`config.mk`:
```
export PLATFORM = sky130hd
export DESIGN_NAME = deadline_event_queue
export DESIGN_NICKNAME = d
export VERILOG_FILES = /design/src/design/deq_pkg.sv /design/src/design/deadline_event_queue.sv /design/src/design/deq_datapath.sv /design/src/design/deq_ctrl.sv
export SDC_FILE = /design/constraint.sdc
export NUM_CORES = 2
export LEC_CHECK = 0
export BUFFER_PORTS_ARGS = -buffer_cell sky130_fd_sc_hd__buf_2
export CORE_MARGIN = 3
export CORE_UTILIZATION = 55
export DETAILED_ROUTE_END_ITERATION = 6
export GPL_TIMING_DRIVEN = 1
export PLACE_DENSITY = 0.72
export SLEW_MARGIN = 10
export SYNTH_ARGS = -nofsm -noshare
export SYNTH_HDL_FRONTEND = slang
export SYNTH_SLANG_ARGS = --single-unit
```
`constraint.sdc`:
```
create_clock -name clk -period 12.5 [get_ports clk]
set_input_delay 2.5 -clock clk [delete_from_list [all_inputs] [get_ports clk]]
set_output_delay 2.5 -clock clk [all_outputs]
set_load 0.01 [all_outputs]
```
`src/design/deq_pkg.sv`:
```
// Shared types and constants of the deadline event queue.
// Used by deq_ctrl, deq_datapath and deadline_event_queue; depends on nothing.
`timescale 1ns / 1ps
`default_nettype none

package deq_pkg;

  localparam int TIME_W  = 32;
  localparam int DELAY_W = 24;
  localparam int TAG_W   = 16;
  localparam int EID_W   = 16;
  localparam int KIND_W  = 3;
  localparam int RES_MAX = 16;
  localparam int FIRE_W  = 5;

  typedef enum logic [1:0] {
    MODE_SCHED  = 2'd0,
    MODE_TICK   = 2'd1,
    MODE_CANCEL = 2'd2,
    MODE_QUERY  = 2'd3
  } mode_t;

  typedef enum logic [KIND_W-1:0] {
    KIND_SCHED  = 3'd0,
    KIND_FIRED  = 3'd1,
    KIND_NEXT   = 3'd2,
    KIND_CANCEL = 3'd3,
    KIND_FULL   = 3'd4
  } kind_t;

  typedef enum logic [1:0] {
    RD_IDX    = 2'd0,
    RD_HEAD   = 2'd1,
    RD_SECOND = 2'd2
  } rd_sel_t;

  typedef struct packed {
    logic    load;
    logic    rd_en;
    rd_sel_t rd_sel;
    logic    idx_inc;
    logic    ins_step;
    logic    ins_fin;
    logic    can_step;
    logic    carry_ld;
    logic    pop;
    logic    emit;
    kind_t   ekind;
    logic    elast;
  } dq_cmd_t;

  typedef struct packed {
    mode_t new_mode;
    logic  new_delay_zero;
    mode_t mode_q;
    logic  full;
    logic  empty;
    logic  idx_end;
    logic  expired;
    logic  two_plus;
    logic  fire_room;
    logic  out_free;
  } dq_stat_t;

  // deadline a lies strictly after b, wrap-aware
  function automatic logic later_than(input logic [TIME_W-1:0] a,
                                      input logic [TIME_W-1:0] b);
    logic [TIME_W-1:0] d;
    d = a - b;
    return (d != '0) && !d[TIME_W-1];
  endfunction

endpackage

`default_nettype wire

```
`src/design/deadline_event_queue.sv`:
```
// Deadline event queue: timed events held in a table sorted by deadline.
// Channels: input beat (mode, now_ms, delay_ms, user_tag, cancel_id) and
// result beats (kind, event_id, tag_out, time_left, found, last), both
// valid/ready; last marks the final result of one input beat.
// One input beat is worked at a time; the next is taken once the last
// result of the previous one is in the output register, even if the
// receiver has not yet taken it. A stalled receiver holds the block in
// its emit step until the output register frees.
// Steps per beat, with N stored entries and one read of the entry
// memory per scan step (read state, then check state) during a scan:
//   schedule, delay > 0: forward scan of all N entries and shift;
//   schedule, delay 0 or full table: result beats only, no scan;
//   cancel: scan of all N entries and shift down;
//   tick: a head read and check per fired event, at most 16 per beat;
//   query: one head read and one result beat.
// Synchronous reset empties the table and sets the next id to 1; entry
// contents are not cleared, so there is no sweep after reset.
`timescale 1ns / 1ps
`default_nettype none

module deadline_event_queue #(
  parameter int QUEUE_DEPTH = 16,
  parameter int ID_WIDTH    = 16
) (
  input  logic               clk,
  input  logic               rst,
  input  logic               in_valid,
  output logic               in_ready,
  input  logic [1:0]         mode,
  input  logic [31:0]        now_ms,
  input  logic [23:0]        delay_ms,
  input  logic [15:0]        user_tag,
  input  logic [15:0]        cancel_id,
  output logic               out_valid,
  input  logic               out_ready,
  output logic [2:0]         kind,
  output logic [15:0]        event_id,
  output logic [15:0]        tag_out,
  output logic signed [31:0] time_left,
  output logic               found,
  output logic               last
);
  import deq_pkg::*;

  dq_cmd_t  cmd;
  dq_stat_t stat;

  deq_ctrl u_ctrl (
    .clk      (clk),
    .rst      (rst),
    .in_valid (in_valid),
    .in_ready (in_ready),
    .stat     (stat),
    .cmd      (cmd)
  );

  deq_datapath #(
    .QUEUE_DEPTH (QUEUE_DEPTH),
    .ID_WIDTH    (ID_WIDTH)
  ) u_datapath (
    .clk       (clk),
    .rst       (rst),
    .cmd       (cmd),
    .stat      (stat),
    .mode      (mode),
    .now_ms    (now_ms),
    .delay_ms  (delay_ms),
    .user_tag  (user_tag),
    .cancel_id (cancel_id),
    .out_ready (out_ready),
    .out_valid (out_valid),
    .kind      (kind),
    .event_id  (event_id),
    .tag_out   (tag_out),
    .time_left (time_left),
    .found     (found),
    .last      (last)
  );

endmodule

`default_nettype wire

```
`src/design/deq_datapath.sv`:
```
// Datapath of the deadline event queue: circular entry memory, counters,
// scan carry register and the output beat register. Depends on deq_pkg.
`timescale 1ns / 1ps
`default_nettype none

module deq_datapath #(
  parameter int QUEUE_DEPTH = 16,
  parameter int ID_WIDTH    = 16
) (
  input  logic                  clk,
  input  logic                  rst,
  input  deq_pkg::dq_cmd_t      cmd,
  output deq_pkg::dq_stat_t     stat,
  input  logic [1:0]            mode,
  input  logic [31:0]           now_ms,
  input  logic [23:0]           delay_ms,
  input  logic [15:0]           user_tag,
  input  logic [15:0]           cancel_id,
  input  logic                  out_ready,
  output logic                  out_valid,
  output logic [2:0]            kind,
  output logic [15:0]           event_id,
  output logic [15:0]           tag_out,
  output logic signed [31:0]    time_left,
  output logic                  found,
  output logic                  last
);
  import deq_pkg::*;

  localparam int AW = $clog2(QUEUE_DEPTH);
  localparam int CW = $clog2(QUEUE_DEPTH + 1);

  logic [TIME_W-1:0]   mem_dl  [QUEUE_DEPTH];
  logic [ID_WIDTH-1:0] mem_id  [QUEUE_DEPTH];
  logic [TAG_W-1:0]    mem_tag [QUEUE_DEPTH];

  logic [TIME_W-1:0]   rd_dl;
  logic [ID_WIDTH-1:0] rd_id;
  logic [TAG_W-1:0]    rd_tag;
  logic [AW-1:0]       rd_addr;
  logic [AW-1:0]       prev_addr;

  logic [AW-1:0]       head;
  logic [CW-1:0]       count;
  logic [CW-1:0]       idx;
  logic [ID_WIDTH-1:0] next_id;
  logic [ID_WIDTH-1:0] cur_id;
  mode_t               mode_q;
  logic [TIME_W-1:0]   now_q;
  logic [TAG_W-1:0]    cid_q;
  logic [TIME_W-1:0]   carry_dl;
  logic [ID_WIDTH-1:0] carry_id;
  logic [TAG_W-1:0]    carry_tag;
  logic                flag;
  logic [FIRE_W-1:0]   fires;

  logic [AW-1:0]       rd_lidx;
  logic [AW:0]         rd_sum;
  logic [AW:0]         rd_wrap;
  logic [AW-1:0]       rd_phys;
  logic [AW:0]         fin_sum;
  logic [AW:0]         fin_wrap;
  logic [AW-1:0]       fin_phys;
  logic [AW-1:0]       head_inc;
  logic [ID_WIDTH-1:0] nid_inc;
  logic [ID_WIDTH-1:0] nid_next;
  logic                later_ins;
  logic                id_match;
  logic                empty;

  logic                wr_en;
  logic [AW-1:0]       wr_addr;
  logic [TIME_W-1:0]   wr_dl;
  logic [ID_WIDTH-1:0] wr_id;
  logic [TAG_W-1:0]    wr_tag;

  logic [15:0]         event_id_next;
  logic [15:0]         tag_out_next;
  logic signed [31:0]  time_left_next;
  logic                found_next;

  always_comb begin
    unique case (cmd.rd_sel)
      RD_HEAD:   rd_lidx = '0;
      RD_SECOND: rd_lidx = AW'(1);
      default:   rd_lidx = idx[AW-1:0];
    endcase
  end

  assign rd_sum   = {1'b0, head} + {1'b0, rd_lidx};
  assign rd_wrap  = rd_sum - (AW + 1)'(QUEUE_DEPTH);
  assign rd_phys  = (rd_sum >= (AW + 1)'(QUEUE_DEPTH)) ? rd_wrap[AW-1:0] : rd_sum[AW-1:0];
  assign fin_sum  = {1'b0, head} + {1'b0, count[AW-1:0]};
  assign fin_wrap = fin_sum - (AW + 1)'(QUEUE_DEPTH);
  assign fin_phys = (fin_sum >= (AW + 1)'(QUEUE_DEPTH)) ? fin_wrap[AW-1:0] : fin_sum[AW-1:0];
  assign head_inc = (head == AW'(QUEUE_DEPTH - 1)) ? '0 : head + 1'b1;
  assign nid_inc  = next_id + 1'b1;
  assign nid_next = (nid_inc == '0) ? ID_WIDTH'(1) : nid_inc;

  assign later_ins = later_than(rd_dl, carry_dl);
  assign id_match  = (32'(rd_id) == 32'(cid_q));
  assign empty     = (count == '0);

  assign stat.new_mode       = mode_t'(mode);
  assign stat.new_delay_zero = (delay_ms == '0);
  assign stat.mode_q         = mode_q;
  assign stat.full           = (count == CW'(QUEUE_DEPTH));
  assign stat.empty          = empty;
  assign stat.idx_end        = (idx == count);
  assign stat.expired        = !later_than(rd_dl, now_q);
  assign stat.two_plus       = (count >= CW'(2));
  assign stat.fire_room      = (fires < FIRE_W'(RES_MAX - 1));
  assign stat.out_free       = !out_valid || out_ready;

  always_comb begin
    wr_en   = 1'b0;
    wr_addr = rd_addr;
    wr_dl   = carry_dl;
    wr_id   = carry_id;
    wr_tag  = carry_tag;
    if (cmd.ins_step && (flag || later_ins)) begin
      wr_en = 1'b1;
    end else if (cmd.ins_fin) begin
      wr_en   = 1'b1;
      wr_addr = fin_phys;
    end else if (cmd.can_step && flag) begin
      wr_en   = 1'b1;
      wr_addr = prev_addr;
      wr_dl   = rd_dl;
      wr_id   = rd_id;
      wr_tag  = rd_tag;
    end
  end

  always_ff @(posedge clk) begin
    if (wr_en) begin
      mem_dl[wr_addr]  <= wr_dl;
      mem_id[wr_addr]  <= wr_id;
      mem_tag[wr_addr] <= wr_tag;
    end
    if (cmd.rd_en) begin
      rd_dl   <= mem_dl[rd_phys];
      rd_id   <= mem_id[rd_phys];
      rd_tag  <= mem_tag[rd_phys];
      rd_addr <= rd_phys;
    end
  end

  always_ff @(posedge clk) begin
    if (cmd.load) begin
      mode_q    <= mode_t'(mode);
      now_q     <= now_ms;
      cid_q     <= cancel_id;
      carry_dl  <= now_ms + TIME_W'(delay_ms);
      carry_id  <= next_id;
      carry_tag <= user_tag;
      cur_id    <= next_id;
    end else if (cmd.ins_step && (flag || later_ins)) begin
      carry_dl  <= rd_dl;
      carry_id  <= rd_id;
      carry_tag <= rd_tag;
    end else if (cmd.carry_ld) begin
      carry_dl  <= rd_dl;
      carry_id  <= rd_id;
      carry_tag <= rd_tag;
    end
    if (cmd.can_step) begin
      prev_addr <= rd_addr;
    end
  end

  always_ff @(posedge clk) begin
    if (rst) begin
      head      <= '0;
      count     <= '0;
      idx       <= '0;
      next_id   <= ID_WIDTH'(1);
      flag      <= 1'b0;
      fires     <= '0;
      out_valid <= 1'b0;
    end else begin
      if (cmd.load) begin
        idx   <= '0;
        flag  <= 1'b0;
        fires <= '0;
        if (mode_t'(mode) == MODE_SCHED) begin
          next_id <= nid_next;
        end
      end
      if (cmd.idx_inc) begin
        idx <= idx + 1'b1;
      end
      if (cmd.ins_step && later_ins) begin
        flag <= 1'b1;
      end
      if (cmd.can_step && id_match) begin
        flag <= 1'b1;
      end
      if (cmd.ins_fin) begin
        count <= count + 1'b1;
      end
      if (cmd.pop) begin
        head  <= head_inc;
        count <= count - 1'b1;
        fires <= fires + 1'b1;
      end
      if (cmd.emit && (cmd.ekind == KIND_CANCEL) && flag) begin
        count <= count - 1'b1;
      end
      if (cmd.emit) begin
        out_valid <= 1'b1;
      end else if (out_ready) begin
        out_valid <= 1'b0;
      end
    end
  end

  always_comb begin
    event_id_next  = '0;
    tag_out_next   = '0;
    time_left_next = '0;
    found_next     = 1'b0;
    unique case (cmd.ekind)
      KIND_SCHED, KIND_FULL: begin
        event_id_next = EID_W'(cur_id);
      end
      KIND_FIRED: begin
        event_id_next = EID_W'(carry_id);
        tag_out_next  = carry_tag;
      end
      KIND_NEXT: begin
        time_left_next = empty ? '1 : $signed(rd_dl - now_q);
      end
      KIND_CANCEL: begin
        event_id_next = cid_q;
        found_next    = flag;
      end
      default: begin
        event_id_next = '0;
      end
    endcase
  end

  always_ff @(posedge clk) begin
    if (cmd.emit) begin
      kind      <= cmd.ekind;
      last      <= cmd.elast;
      event_id  <= event_id_next;
      tag_out   <= tag_out_next;
      time_left <= time_left_next;
      found     <= found_next;
    end
  end

endmodule

`default_nettype wire

```
`src/design/deq_ctrl.sv`:
```
// Controller of the deadline event queue: one-hot state machine that
// sequences scans, head pops and result beats. Depends on deq_pkg.
`timescale 1ns / 1ps
`default_nettype none

module deq_ctrl (
  input  logic              clk,
  input  logic              rst,
  input  logic              in_valid,
  output logic              in_ready,
  input  deq_pkg::dq_stat_t stat,
  output deq_pkg::dq_cmd_t  cmd
);
  import deq_pkg::*;

  typedef enum logic [11:0] {
    S_IDLE    = 12'b000000000001,
    S_RD      = 12'b000000000010,
    S_CHK     = 12'b000000000100,
    S_TRD     = 12'b000000001000,
    S_TCHK0   = 12'b000000010000,
    S_TCHK1   = 12'b000000100000,
    S_E_IMM   = 12'b000001000000,
    S_E_SCHED = 12'b000010000000,
    S_E_FULL  = 12'b000100000000,
    S_E_CAN   = 12'b001000000000,
    S_E_QRY   = 12'b010000000000,
    S_E_TICK  = 12'b100000000000
  } state_t;

  state_t state;
  state_t state_next;
  logic   tlast;
  logic   tlast_next;

  assign in_ready = (state == S_IDLE);

  always_comb begin
    cmd        = '0;
    cmd.rd_sel = RD_IDX;
    cmd.ekind  = KIND_SCHED;
    state_next = state;
    tlast_next = tlast;
    unique case (state)
      S_IDLE: begin
        if (in_valid) begin
          cmd.load = 1'b1;
          unique case (stat.new_mode)
            MODE_SCHED: begin
              priority if (stat.new_delay_zero) state_next = S_E_IMM;
              else if (stat.full)               state_next = S_E_FULL;
              else                              state_next = S_RD;
            end
            MODE_TICK:   state_next = S_TRD;
            MODE_CANCEL: state_next = S_RD;
            MODE_QUERY: begin
              cmd.rd_en  = 1'b1;
              cmd.rd_sel = RD_HEAD;
              state_next = S_E_QRY;
            end
            default: state_next = S_IDLE;
          endcase
        end
      end
      S_RD: begin
        if (stat.idx_end) begin
          if (stat.mode_q == MODE_SCHED) begin
            cmd.ins_fin = 1'b1;
            state_next  = S_E_SCHED;
          end else begin
            state_next = S_E_CAN;
          end
        end else begin
          cmd.rd_en  = 1'b1;
          state_next = S_CHK;
        end
      end
      S_CHK: begin
        if (stat.mode_q == MODE_SCHED) cmd.ins_step = 1'b1;
        else                           cmd.can_step = 1'b1;
        cmd.idx_inc = 1'b1;
        state_next  = S_RD;
      end
      S_TRD: begin
        if (stat.empty) begin
          state_next = S_IDLE;
        end else begin
          cmd.rd_en  = 1'b1;
          cmd.rd_sel = RD_HEAD;
          state_next = S_TCHK0;
        end
      end
      S_TCHK0: begin
        if (!stat.expired) begin
          state_next = S_IDLE;
        end else begin
          cmd.carry_ld = 1'b1;
          if (stat.two_plus && stat.fire_room) begin
            cmd.rd_en  = 1'b1;
            cmd.rd_sel = RD_SECOND;
            state_next = S_TCHK1;
          end else begin
            tlast_next = 1'b1;
            state_next = S_E_TICK;
          end
        end
      end
      S_TCHK1: begin
        tlast_next = !stat.expired;
        state_next = S_E_TICK;
      end
      S_E_TICK: begin
        if (stat.out_free) begin
          cmd.emit   = 1'b1;
          cmd.ekind  = KIND_FIRED;
          cmd.elast  = tlast;
          cmd.pop    = 1'b1;
          state_next = tlast ? S_IDLE : S_TRD;
        end
      end
      S_E_IMM: begin
        if (stat.out_free) begin
          cmd.emit   = 1'b1;
          cmd.ekind  = KIND_FIRED;
          state_next = S_E_SCHED;
        end
      end
      S_E_SCHED: begin
        if (stat.out_free) begin
          cmd.emit   = 1'b1;
          cmd.ekind  = KIND_SCHED;
          cmd.elast  = 1'b1;
          state_next = S_IDLE;
        end
      end
      S_E_FULL: begin
        if (stat.out_free) begin
          cmd.emit   = 1'b1;
          cmd.ekind  = KIND_FULL;
          cmd.elast  = 1'b1;
          state_next = S_IDLE;
        end
      end
      S_E_CAN: begin
        if (stat.out_free) begin
          cmd.emit   = 1'b1;
          cmd.ekind  = KIND_CANCEL;
          cmd.elast  = 1'b1;
          state_next = S_IDLE;
        end
      end
      S_E_QRY: begin
        if (stat.out_free) begin
          cmd.emit   = 1'b1;
          cmd.ekind  = KIND_NEXT;
          cmd.elast  = 1'b1;
          state_next = S_IDLE;
        end
      end
      default: state_next = S_IDLE;
    endcase
  end

  always_ff @(posedge clk) begin
    if (rst) begin
      state <= S_IDLE;
      tlast <= 1'b0;
    end else begin
      state <= state_next;
      tlast <= tlast_next;
    end
  end

endmodule

`default_nettype wire
```
* Yosys cells after proc, flatten, opt, wreduce, memory -nomap -nowiden *
Memories as Yosys holds them, arrays and structs flattened. A register that Yosys moved wholly into a read port is not among the register bits.
Cells that the tools add are included.

word-level totals
  flip-flop bits (word level) = 257
  RAM bits = 1024
  input port bits = 94
  output and inout bits = 71
  word-level logic and storage cells = 196
  memories kept = 3

memories
  memory              words  bits a word  rd ports  clocked after memory_dff  wr ports  line                text
  u_datapath.mem_dl   16     32           1         1                         1         deq_datapath.sv:33  logic [TIME_W-1:0] mem_dl [QUEUE_DEPTH];
  u_datapath.mem_id   16     16           1         1                         1         deq_datapath.sv:34  logic [ID_WIDTH-1:0] mem_id [QUEUE_DEPTH];
  u_datapath.mem_tag  16     16           1         1                         1         deq_datapath.sv:35  logic [TAG_W-1:0] mem_tag [QUEUE_DEPTH];

operators by class
  add/subtract/negate cells = 13
  magnitude comparators = 4
  eq/ne operators = 31
  mux-type cells = 87
  reductions and logical operators = 34

operator list
  operator                 number
  $mux W32                 7
  $mux W16                 13
  $pmux W12 S9             1
  $mux W12                 8
  $reduce_bool A32 Y1      2
  $sub A32 B32 Y32         2
  $mux W5                  11
  $pmux W12 S4             1
  $pmux W16 S3             1
  $mux W4                  9
  $add A32 B24 Y32         1
  $logic_not A24 Y1        1
  $pmux W4 S6              1
  $mux W1                  22
  $add A16 B1 Y16 const B  1
  $eq A16 B16 Y1           1
  $logic_not A16 Y1        1
  $add A5 B1 Y5 const B    3
  $eq A12 B1 Y1 const B    1
  $eq A12 B10 Y1 const B   1
  $eq A12 B11 Y1 const B   1
  $eq A12 B12 Y1 const B   1
  $eq A12 B2 Y1 const B    1
  $eq A12 B3 Y1 const B    1
  46 further kinds         77

* Logic depth before layout (Yosys ltp) *
  word-level depth = 10
  depth in mapped cells = 24
  gate-level depth less buffers = 22

* Cells and area by module *
A second synthesis with hierarchy kept.

unflattened totals
  cell total of the unflattened synthesis = 3596
  area total of the unflattened synthesis = 58554.9 um2

modules (own cells, without submodules)
  module        times used  cells each  area an instance (um2)  seq. area each (um2)
  deq_datapath  1           3452        57520.2                 39628.0
  deq_ctrl      1           144         1034.7                  260.2

* Least setup slack after synthesis *
Ideal clock, no wire load.

  path type = register -> register
  start = register u_datapath.rd_dl[8], read port of u_datapath.mem_dl
  end = memory u_datapath.mem_dl[13][0] (enable)
  library setup time = 0.644 ns
  data arrival time = 9.203 ns
  required time = 11.856 ns
  slack = 2.653 ns
  stages on the path, launching flop included = 16
  period minus slack after synthesis = 9.847 ns
  cell sequence = edfxtp_1 ha_1 clkbuf_1 and3_1 clkbuf_1 a221oi_1 o21ai_0 a21oi_1 a21oi_1 o2111a_1 o22ai_1 xnor2_1 nand3_1 a41oi_1 o21bai_2 nor4_1

between the ends
  cells in the longest elaborated chain, start to end = 8
  elaborated cells between the ends (all ways) = 10
  classes of those cells = add/sub (1); mux (4); reduce/logical (5)

ends and longest elaborated chain
  what                                                            line                 text
  start, declared                                                 deq_datapath.sv:37   logic [TIME_W-1:0] rd_dl;
  $sub A32 B32 Y32 *                                              deq_pkg.sv:69        d = a - b;
  $reduce_bool A32 Y1 / $logic_not A1 Y1 (equally long branches)  deq_pkg.sv:70        return (d != '0) && !d[TIME_W-1];
  $logic_and A1 B1 Y1 *                                           deq_pkg.sv:70
  $logic_or A1 B1 Y1 *                                            deq_datapath.sv:121  if (cmd.ins_step && (flag || later_ins)) begin
  $logic_and A1 B1 Y1 *                                           deq_datapath.sv:121
  $mux W1                                                         deq_datapath.sv:121
  $mux W1                                                         deq_datapath.sv:136  if (wr_en) begin
  $mux W1 (not written as such)                                   deq_datapath.sv:137  mem_dl[wr_addr] <= wr_dl;
  end, declared                                                   deq_datapath.sv:33

Mark *: on every way between the ends. The rest lies on a longest branch, timed or not.

* Final worst setup path *
  start = register u_datapath.rd_dl[1], read port of u_datapath.mem_dl
  end = register u_datapath.rd_id[7], read port of u_datapath.mem_id, data pin

between the ends
  cells in the longest elaborated chain, start to end = 10
  elaborated cells between the ends (all ways) = 14
  classes of those cells = add/sub (3); order compare (1); eq/ne (2); mux (5); reduce/logical (3)

ends and longest elaborated chain
  what                                                            line                                    text
  $sub A32 B32 Y32 *                                              deq_pkg.sv:69
  $reduce_bool A32 Y1 / $logic_not A1 Y1 (equally long branches)  deq_pkg.sv:70
  $logic_and A1 B1 Y1 *                                           deq_pkg.sv:70
  $mux W3 *                                                       deq_ctrl.sv:94                          if (!stat.expired) begin
  $pmux W2 S3 *                                                   deq_ctrl.sv:44                          unique case (state)
  $eq A2 B2 Y1 / $eq A2 B1 Y1 (equally long branches)             deq_datapath.sv:83                      unique case (cmd.rd_sel)
  $pmux W4 S2 *                                                   deq_datapath.sv:83
  $add A4 B4 Y5 *                                                 deq_datapath.sv:90                      assign rd_sum = {1'b0, head} + {1'b0, rd_lidx};
  $sub A4 B1 Y4 / $ge A5 B5 Y1 (equally long branches)            deq_datapath.sv:91, deq_datapath.sv:92
  $mux W4 *                                                       deq_datapath.sv:92                      assign rd_phys = (rd_sum >= (AW + 1)'(QUEUE_DEPTH)) ? rd_wrap[AW-1:0] : rd_sum[AW-1:0];
  named net u_datapath.rd_phys[1]                                 deq_datapath.sv:60                      logic [AW-1:0] rd_phys;
  end, declared                                                   deq_datapath.sv:38                      logic [ID_WIDTH-1:0] rd_id;

Mark *: on every way through the listed nets, which the timed path passes. The rest lies on a longest branch.
A chain may end at the register's enable or synchronous reset.

==> results.toml <==
[critical_path]
arrival_ns = 8.59
path_max_fanout = 122
worst_setup_path_end_kind = "register"
max_stage_delay_ns = 1.36
path_cells = "inv_1 > fa_1 > nor2b_1 > o21a_1 > o311ai_1 > and3_2 > o31ai_1 > a211oi_1 > xor2_1 > nand4_1 > nor4_4 > a31oi_2 > nor3_1 > ha_1 > mux2_2 > ha_4 > fa_4 > buf_12 > mux4_2 > nor2b_1 > a211oi_1 > a21oi_1"
r2r_setup_slack_ns = 4.36
cp.required_ns = 12.95
cpMaxStageDelayCell = "fa_4"
path_class = "reg -> reg"
crit_path_start_kind = "register"
cp_top_family = "adder cells"
path_buf_inv = 2

[cells_and_area]
drive_gt1_share_pct = 20.6
final_util_pct = 62.6
final_nets = 3962
synthToLayoutAreaGrowth_pct = 12.4
diodes = 0

[place]
hpwl_um = 79400
finalWeightedCongestion = 0.932
numPortBuffers = 164

[synth]
syn_area_per_cell_um2 = 16.2
synth_edf_count = 1295
yosys.area.top_type = "edfxtp_1"
syn_area_um2 = 57900
synth_top_cell_area_share_pct = 67.1
synth_cells = 3572
synthArstFlopShare_pct = 0
ys_types = 86
yosysSeqAreaShare_pct = 68.8
yosysMostFrequentCell = "edfxtp_1"
yosysWarnings = 0
synth_seq_cells = 1345
synthTopCellsByArea = "edfxtp_1 (67%), mux4_2 (10%), ha_1 (2.2%), nand2_1 (1.8%), dfxtp_1 (1.7%)"
synth_fp_nets = 3771
yosys_most_used_dff = "edfxtp_1"
synthTopCellsByCount = "edfxtp_1 (1295), nand2_1 (284), mux4_2 (256), a21oi_1 (188), nor2_1 (156)"

[power]
powerDensity_nw_per_um2 = 172
peakVddDrop_v = 0.000143
netSwitchingFraction_pct = 25.8
switching_power_mw = 2.88
power_frac_comb_pct = 13.4
clkPwrFrac_pct = 37.1
leakagePower_nw = 21.5
power_frac_seq_pct = 49.5
p_int_mw = 8.29

[floorplanning]
initial_core_util_pct = 55.7
die_y_um = 331
core-area_um2 = 104000
die-area_um2 = 109000
die_w_um = 331
rows = 118
io_pins = 165

[clock_network]
cts_tree = "done"
ctsHtreeMaxLevel = 4
cts_made_buffers = 137
clock_latency_ns = 0.75
clock-sinks = 1345
cts_post_setup_buffers_inserted = 0
ctsResizeCount = 0
clock_path_buffers = 3
path_clk_slew_ns = 0.06
root_buffer = "clkbuf_16"
cts_hold_buffers = 0

[grt]
grt_max_degree = 123
grt_pass1_vias = 32100
antenna_found_initial = 4
grt_pass1_wl_um = 205000
gr-total-overflow = 0
grt_usage_pct = 25.5

[routing]
routed_wirelength_um = 138000
vias_per_cell = 6.27
drc = 0
first_pass_iters = 5
wl_per_cell_um = 26.3
drt_iter0_markers = 3918
vias = 33000
antenna_left = 0

[timing]
finalSetupViolCount = 0
slew_headroom_pct = 27.5
hold_violations = 0
period_minus_slack_ns = 8.14
rsz0062_at_grt = "false"
tightest_slew_ns = 1.09
slew_viol_final = 0
finClkSkew_ns = 0.0316
fmax_ghz = 0.123
finalCritPeriodShare_pct = 65.1
setup_tns_ns = 0

[run]
max_cap_violations = 0

[outcome]
outcome = "finished, final reports clean"

[min_path]
hold_class = "reg -> reg"
layer usage:
layer  GRT usage [%]  part of all wire [%]  vias to the layer above
met1            36.4                    41                    16700
met4            7.85                   2.7                        0
met3            5.61                   9.2                      237
li1                -                     -                    14500
met5               0                     0                        -
met2            39.8                    47                     1518
final timing paths:
kind / cells after the start / from / to
worst min-delay path: 0 / u_datapath.rd_addr[0] / u_datapath.prev_addr[0]
worst max register to register: 22 / u_datapath.rd_dl[1] / u_datapath.rd_id[7]
worst max-delay path: 22 / u_datapath.rd_dl[1] / u_datapath.rd_id[7]
worst min register to register: 0 / u_datapath.rd_addr[0] / u_datapath.prev_addr[0]
flip-flops by register name, summed over array words and instances, names as in the netlist, 16 cells and up:
register	cells
u_datapath.carry_dl	32
u_datapath.mem_tag	256
u_datapath.tag_out	16
u_datapath.cur_id	16
u_datapath.rd_tag	16
u_datapath.cid_q	16
u_datapath.rd_dl	32
u_datapath.time_left	32
u_datapath.now_q	32
u_datapath.mem_dl	512
u_datapath.event_id	16
u_datapath.carry_tag	16
u_datapath.carry_id	16
u_datapath.next_id	16
u_datapath.mem_id	256
u_datapath.rd_id	16
through the flow:
| step | setup WS [ns] | total power, mW | instance area (um2) | std cells | hold WS (ns) |
|---|---|---|---|---|---|
| finish | 4.36 | 11.2 | 65100 | 5256 | 0.445 |
| global route | 4.00 | 11.6 | 65100 | 5256 | 0.447 |
| CTS | 4.38 | 11.2 | 65100 | 5256 | 0.443 |
| detailed placement | 4.32 | 7.08 | 60500 | 5004 | 0.428 |
| global placement | 4.46 | 7.06 | 60500 | 5004 | 0.426 |
| floorplan | 2.65 | 6.59 | 57900 | 3572 | 0.406 |
power by group through the flow:
stage	Combinational, mW	Clock [mW]	Sequential, mW
global placement	1.45	0	5.61
CTS	1.48	4.20	5.52
floorplan	1.01	0	5.58
global route	1.65	4.38	5.54
finish	1.50	4.15	5.53
detailed placement	1.47	0	5.61
final cells by class:
cell class                 instances  area (um2)
sequential                      1345       39900
timing repair buffer             225        1320
fill                            7315       39000
inverter                          96         363
clock buffer                     183        3770
multi-input combinational       1958       17200
tap                             1380        1730
clock inverter                    69         826
cell families after synthesis:
group	after synthesis	synth area share, %
compound gates	568	6.39
xor+xnor	111	1.68
fa+ha+maj	105	2.33
buf+inv	269	1.74
flops	1345	68.8
mux	395	12.5
simple gates	779	6.52
layout by cell type (no fill, tap or decap), drive strengths merged, types with 24 or more instances in the layout:
master	netlist	layout
inv	95	105
ha	100	100
a211oi	81	81
xor2	50	50
o21a	27	27
mux2i	72	72
and2	35	35
edfxtp	1295	1295
a21o	30	30
mux4	256	256
and3	25	25
dfxtp	50	50
nor2b	78	78
clkinv	1	40
nand3	30	30
nor2	157	157
nand2	284	284
a21oi	188	188
nor3	53	53
o21ai	93	93
buf	33	225
nor4	24	24
xnor2	61	61
mux2	67	67
nand4	26	26
clkbuf	140	183
(Power assumes the default switching activity.)
